--- config.mk ---
export PLATFORM = sky130hd
export DESIGN_NAME = lgts_front
export DESIGN_NICKNAME = d
export VERILOG_FILES = /design/src/hdl/lgts_pkg.sv /design/src/hdl/lgts_front.sv
export SDC_FILE = /design/constraint.sdc
export NUM_CORES = 1
export LEC_CHECK = 0
export BUFFER_PORTS_ARGS = -buffer_cell sky130_fd_sc_hd__buf_4
export CAP_MARGIN = 20
export CELL_PAD_IN_SITES_DETAIL_PLACEMENT = 0
export CELL_PAD_IN_SITES_GLOBAL_PLACEMENT = 1
export CORE_AREA = 2 2 110 139
export DETAILED_ROUTE_END_ITERATION = 16
export DIE_AREA = 0 0 112 141
export PLACE_DENSITY_LB_ADDON = 0.1
export REMOVE_ABC_BUFFERS = 1
export SLEW_MARGIN = 10
export SYNTH_ARGS = -nofsm -noshare
export SYNTH_HDL_FRONTEND = slang
export SYNTH_SLANG_ARGS = --single-unit
--- constraint.sdc ---
create_clock -name clk -period 6.3 [get_ports clk]
set_input_delay 0.315 -clock clk [delete_from_list [all_inputs] [get_ports clk]]
set_output_delay 0.315 -clock clk [all_outputs]
set_load 0.05 [all_outputs]
--- src/hdl/lgts_pkg.sv ---
// ----------------------------------------------------------------------------
// lgts_pkg
// Shared types and constants of the LDA Gibbs topic sampler.
// ----------------------------------------------------------------------------
package lgts_pkg;

	// input operation codes
	localparam logic [1:0] OP_LOAD     = 2'd0;
	localparam logic [1:0] OP_PLACE    = 2'd1;
	localparam logic [1:0] OP_RESAMPLE = 2'd2;

	// configuration register indexes
	localparam logic [1:0] CFG_DOC_PRIOR       = 2'd0;
	localparam logic [1:0] CFG_WORD_PRIOR      = 2'd1;
	localparam logic [1:0] CFG_VOCAB_PRIOR_SUM = 2'd2;
	localparam logic [1:0] CFG_TOPICS_IN_USE   = 2'd3;

	// configuration reset values
	localparam logic [31:0] RST_DOC_PRIOR       = 32'd32768;
	localparam logic [31:0] RST_WORD_PRIOR      = 32'd6554;
	localparam logic [31:0] RST_VOCAB_PRIOR_SUM = 32'd26843546;
	localparam logic [6:0]  RST_TOPICS_IN_USE   = 7'd64;

	// operand widths of the weight unit
	localparam int A_W  = 38;
	localparam int B_W  = 33;
	localparam int D_W  = 50;
	localparam int WT_W = 48;
	localparam int P_W  = A_W + B_W;
	localparam int AL_W = 19;

	localparam logic [WT_W-1:0] WT_MAX = '1;

	typedef enum logic [1:0] {
		KIND_ECHO     = 2'd0,
		KIND_LOAD     = 2'd1,
		KIND_PLACE    = 2'd2,
		KIND_RESAMPLE = 2'd3
	} lgts_kind_t;

	typedef struct packed {
		lgts_kind_t  kind;
		logic [11:0] word_id;
		logic [7:0]  doc_id;
		logic [5:0]  topic_in;
		logic [19:0] count_value;
		logic [31:0] random_fraction;
	} lgts_cmd_t;

	typedef struct packed {
		logic [31:0] doc_prior;
		logic [31:0] word_prior;
		logic [31:0] vocab_prior_sum;
		logic [6:0]  topics_in_use;
	} lgts_cfg_t;

endpackage

--- src/hdl/lgts_front.sv ---
// ----------------------------------------------------------------------------
// lgts_front
// Accepts input beats, range-checks and classifies them, and queues them
// for the back end in a two-entry queue.
// ----------------------------------------------------------------------------
module lgts_front import lgts_pkg::*; #(
	parameter int TOPICS = 64,
	parameter int VOCAB  = 4096,
	parameter int DOCS   = 256
) (
	input  logic        clk,
	input  logic        arst_n,
	input  logic        init_done,
	input  logic        in_valid,
	output logic        in_ready,
	input  logic [1:0]  op,
	input  logic [11:0] word_id,
	input  logic [7:0]  doc_id,
	input  logic [5:0]  topic_in,
	input  logic [19:0] count_value,
	input  logic [31:0] random_fraction,
	output logic        cmd_valid,
	output lgts_cmd_t   cmd,
	input  logic        cmd_pop
);

	lgts_cmd_t  fifo_q [2];
	logic       wr_ptr_q;
	logic       rd_ptr_q;
	logic [1:0] cnt_q;
	lgts_cmd_t  cmd_in;
	logic       w_ok;
	logic       d_ok;
	logic       t_ok;
	logic       push;

	assign w_ok = 32'(word_id) < VOCAB;
	assign d_ok = 32'(doc_id) < DOCS;
	assign t_ok = 32'(topic_in) < TOPICS;

	always_comb begin
		cmd_in.word_id         = word_id;
		cmd_in.doc_id          = doc_id;
		cmd_in.topic_in        = topic_in;
		cmd_in.count_value     = count_value;
		cmd_in.random_fraction = random_fraction;
		case (op)
			OP_LOAD:     cmd_in.kind = (w_ok && t_ok) ? KIND_LOAD : KIND_ECHO;
			OP_PLACE:    cmd_in.kind = (w_ok && d_ok && t_ok) ? KIND_PLACE : KIND_ECHO;
			OP_RESAMPLE: cmd_in.kind = (w_ok && d_ok && t_ok) ? KIND_RESAMPLE : KIND_ECHO;
			default:     cmd_in.kind = KIND_ECHO;
		endcase
	end

	assign in_ready  = init_done && (cnt_q != 2'd2);
	assign push      = in_valid && in_ready;
	assign cmd_valid = cnt_q != 2'd0;
	assign cmd       = fifo_q[rd_ptr_q];

	always_ff @(posedge clk) begin
		if (push) begin
			fifo_q[wr_ptr_q] <= cmd_in;
		end
	end

	always_ff @(posedge clk or negedge arst_n) begin
		if (!arst_n) begin
			wr_ptr_q <= 1'b0;
			rd_ptr_q <= 1'b0;
			cnt_q    <= 2'd0;
		end else begin
			if (push) begin
				wr_ptr_q <= ~wr_ptr_q;
			end
			if (cmd_pop) begin
				rd_ptr_q <= ~rd_ptr_q;
			end
			case ({push, cmd_pop})
				2'b10:   cnt_q <= cnt_q + 2'd1;
				2'b01:   cnt_q <= cnt_q - 2'd1;
				default: cnt_q <= cnt_q;
			endcase
		end
	end

endmodule

Yosys cells after proc, flatten, opt, wreduce, memory -nomap -nowiden:

Memory sizes are Yosys's and may differ from the RTL's.
Cells that the tools add are included.

* input bits: 85
* output and inout bits: 82
* memory bits (writable): 160
* memories: 1
* word-level logic and storage cells: 22
* bits in registers: 4

Memory list
* fifo_q: words 2, bits a word 80, rd ports 1, clocked after Yosys merged registers in 0, wr ports 1, line lgts_front.sv:27 `lgts_cmd_t fifo_q [2];`

* mux-type cells: 4
* reductions and logical operators: 5
* add/sub/neg operators: 2
* equal/unequal tests: 5
* bitwise logic cells: 2

Operator list (number)
* $pmux W2 S3: 1
* $eq A2 B1 Y1 const B: 2
* $eq A2 B2 Y1 const B: 2
* $pmux W2 S2: 1
* $reduce_bool A2 Y1: 2
* $add A2 B1 Y2 const B: 1
* $logic_and A1 B1 Y1: 2
* $logic_not A2 Y1: 1
* $mux W1: 2
* $ne A2 B2 Y1 const B: 1
* $not A1 Y1: 2
* $sub A2 B1 Y2 const B: 1

Logic depth before layout (Yosys ltp):

* depth in word-level cells: 5
* depth in mapped cells: 6
* mapped depth without buffers: 6

Worst setup path after synthesis:

OpenSTA, ideal clock, no wires.

* path kind: register to register
* start: register cnt_q[0]
* end: memory fifo_q[0][0] (netlist name) (enable)
* clock period less this slack: 4.531 ns
* data required time: 5.781 ns
* stages on the path, launching flop included: 4
* arrival time: 4.012 ns
* library setup time: 0.519 ns
* path buffers: 0
* path slack: 1.769 ns
* cell sequence: dfrtp_1 -> nand2b_1 -> nand3_1 -> nor2_1

* longest elaborated chain between the ends: 5

Ends and longest elaborated chain
* start: declaration: line lgts_front.sv:30 `logic [1:0] cnt_q;`
* start signal: assignment: line lgts_front.sv:79 `2'b10: cnt_q <= cnt_q + 2'd1;`
* start signal: assignment: line lgts_front.sv:80 `2'b01: cnt_q <= cnt_q - 2'd1;`
* start signal: assignment: line lgts_front.sv:81 `default: cnt_q <= cnt_q;`
* $ne A2 B2 Y1: line lgts_front.sv:55 `assign in_ready = init_done && (cnt_q != 2'd2);`
* $logic_and A1 B1 Y1: line lgts_front.sv:55
* $logic_and A1 B1 Y1: line lgts_front.sv:56 `assign push = in_valid && in_ready;`
* $mux W1: line lgts_front.sv:61 `if (push) begin`
* $mux W1 (not written as such): line lgts_front.sv:62 `fifo_q[wr_ptr_q] <= cmd_in;`
* end: declaration: line lgts_front.sv:27

No other way between the ends.

==> key figures <==
Cells and area
  – N_diodes: 0
  – Final Instance Area: 8400 sq um
  – Nets: about 550
  – Non-Filler Instances: 651
  – Area delta synth->final: 30.9%
  – Layout cells sized above 1: 0.606
  – Post-layout util: 0.574

Placed design
  – Post-placement cell count: 616
  – # port buffers: 166
  – GPL Wtd Cong: slightly below 0.7
  – Post-DP HPWL: 6.90 mm
  – Post-placement cell area: 7760 sq um

Timing
  – Least-Margin Pin Slew: 0.832 ns
  – Setup TNS: 0 ns
  – Skew final: ~0.0087 ns
  – RSZ-0062 raised after global routing: no
  – Max Freq: 335 MHz
  – Final hold violation count: 0
  – Tmin final: 2.99 ns
  – Crit share post-route: 0.474
  – Final Max Tran Viols: 0
  – # setup viols final: 0
  – Max-slew headroom: 0.446

Setup path
  – Top cell by count, worst path: buf_4
  – Crit path kind: register to primary output
  – Worst path max stage delay: 0.88 ns
  – Critical-path maximum fanout: between 40 and 50
  – CP top delay family: buffers and inverters
  – Crit end category: primary output
  – Ordered list of cells on the worst path: buf_4 > mux2_2 > buf_4
  – CP startpoint kind: register
  – Worst Path Required: 5.98 ns
  – Arr. time, crit path: around 2.7 ns
  – Crit path max-delay cell type: dfrtp_4
  – WP buf/inv: 2

Clock network
  – Clock transition at the registers of the reported paths: 0.06 ns
  – CTS Buf Count: 17
  – H-tree lvl count: 4
  – CTS tree: built
  – Post-CTS sizing: 0
  – CTS root buffer: clkbuf_16
  – Sink Count: 164
  – Clk buf depth: 2
  – Clock latency on the worst-skew pair: 0.41 ns

Global route
  – Antenna violations before repair: 0
  – Met2 Use GR: 0.246
  – GRT Resource Usage Total: 0.140
  – M3 GR Usage: 0.0550
  – Largest net degree at the start of global routing: 45
  – Total grt overflow: 0
  – GR Util met1: 0.151
  – Vias in the first global route: 3,114
  – GRT Max-Usage Layer: met2
  – First-pass GRT wire length: 16.5 mm

Logic synthesis
  – Yosys warns: 0
  – Netlist cell types: 15
  – Seq/Total Area, Yosys: 0.764
  – Synth top area share: 0.748
  – Avg Inst Size Synth: about 23 sq um
  – Largest area contributor in the netlist: edfxtp_1
  – Syn Inst Count: 274
  – Seq cells post-synth: around 160
  – Main area contributors after synthesis: edfxtp_1 (75%), mux2_4 (18%), buf_12 (2.5%)
  – Mapped cell area: 6420 sq um

Floorplan
  – Num ports: 167
  – Die area: 15,800 sq um
  – Row count: 50
  – Die Y: roughly 140 um
  – Core ar.: 14,600 sq um
  – Die W: 112 um
  – Starting density of the core: 0.439

Power and ir drop
  – Clock share of power: 0.243
  – LEAKAGE: 3.35 nW
  – Power share of the combinational group: 0.399
  – Flop pwr share: 0.358
  – Int Power: 2.58 mW
  – Psw: 1.51 mW
  – Pwr Density: a little under 500 nW/um^2
  – Max IR drop VDD: around 0.23 mV
  – Sw Share: 0.369

Detailed routing
  – DRC violations left: 0
  – DRT Wirelength: 10.8 mm
  – Vias/cell: about 4.7
  – Initial DRC Count: 160
  – Routed Antenna Nets: 0
  – Via count: 3,040
  – 1st-pass router iterations: 4
  – Drt wl/cell: 16.7 um

Status
  – Status: completed

Flow run
  – Max_cap viols: 0

Hold path
  – Hold Path Class: primary input to register
-- placed cells by master (no fill, tap or decap) --
master	n
nor2_4	2
dfrtp_1	3
edfxtp_1	160
bufinv_16	2
inv_1	3
mux2_2	1
xnor2_1	3
inv_6	4
clkinv_4	3
nand3_1	1
dlygate4sd3_1	1
or2_2	1
clkbuf_16	17
buf_4	169
mux2_4	79
clkinv_1	3
nor2_1	3
buf_16	1
nand2b_1	1
buf_12	1
clkinvlp_4	3
and2_1	1
xor2_1	2
dfrtp_4	1
ha_1	4
-- cell type report --
class	instances	area [sq um]
Fill cell	1127	6240
Sequential cell	164	4910
Multi-Input combinational cell	98	1350
Timing Repair Buffer	172	1330
Clock buffer	17	425
Tap cell	182	228
Clock inverter	15	155
Inverter	3	11.3
-- cell usage after synthesis --
master and number:
ha_1 4, xnor2_1 3, mux2_4 79, buf_12 8, buf_6 1, inv_1 3, or2_2 1, dfrtp_1 4
edfxtp_1 160, mux2_2 1, nand2b_1 1, xor2_1 2, nand3_1 1, nor2_1 5, and2_1 1
-- per-stage QoR --
| step | setup slack [ns] | power [mW] | hold slack (ns) |
|---|---|---|---|
| floorplan | 1.77 | 2.77 | 0.0194 |
| global placement | 3.53 | 3.12 | 0.113 |
| detailed placement | 3.46 | 3.14 | 0.119 |
| CTS | 3.19 | 4.14 | 0.0584 |
| global route | 3.13 | 4.25 | 0.0565 |
| finish | 3.31 | 4.09 | 0.0806 |
-- worst register-to-register path: cells and delay by family, from the launching register on --
| kind | cells | cell delay (ns) |
|---|---|---|
| flip-flops | 1 | 0.40 |
| buffers and inverters | 1 | 0.63 |
| AND/OR/NAND/NOR | 3 | 1.01 |
-- state kept, by name (all words and copies together), names as in the netlist --
signal / count
wr_ptr_q: 1
fifo_q: 160
rd_ptr_q: 1
cnt_q: 2
-- routing by layer --
metal | part of all wire | vias up
met3 | 0.076 | 10
li1 | - | 1441
met5 | 0 | -
met2 | 0.53 | 98
met4 | 0.015 | 0
met1 | 0.38 | 1491
-- path summary, 6_finish.rpt --
path                       slack (ns)                  from                      end  cells past startpoint
setup / recovery                 3.31  rd_ptr_q$_DFFE_PN0P_                  cmd[65]                      3
hold / removal                   0.08             doc_id[7]  fifo_q[1][65]$_DFFE_PP_                      1
setup reg to reg                 3.86  cnt_q[0]$_DFFE_PN0P_  fifo_q[1][40]$_DFFE_PP_                      4
hold reg to reg                  0.50  cnt_q[1]$_DFFE_PN0P_     cnt_q[1]$_DFFE_PN0P_                      1
max in group asynchronous        5.93                arst_n     rd_ptr_q$_DFFE_PN0P_                      2
min in group asynchronous        0.25                arst_n     cnt_q[1]$_DFFE_PN0P_                      2
-- kinds of logic (layout without fill, tap and decap cells) --
logic type	Yosys count	in the layout	synth area share
xor+xnor	5	5	0.00682
fa+ha+maj	4	4	0.00779
buf+inv	12	207	0.0284
flops	164	164	0.764
mux	80	80	0.186
simple gates	9	9	0.00663
-- power by group through the flow --
stage          Clock [mW]  Combinational [mW]  Sequential [mW]
6_report            0.996                1.63             1.46
3_5_place_dp            0                1.64             1.49
3_3_place_gp            0                1.64             1.49
2_1_floorplan           0                1.24             1.53
5_1_grt              1.07                1.70             1.48
4_1_cts              1.03                1.65             1.47
-- timing repair --
action | 4_1_cts | 5_1_grt
hold buffers | 1 | 0
setup endpoints to repair | 0 | 0
setup buffers | 0 | 0
endpoints found under the hold margin | 4 | 0
Note: power is estimated with default switching activity, not from simulation.
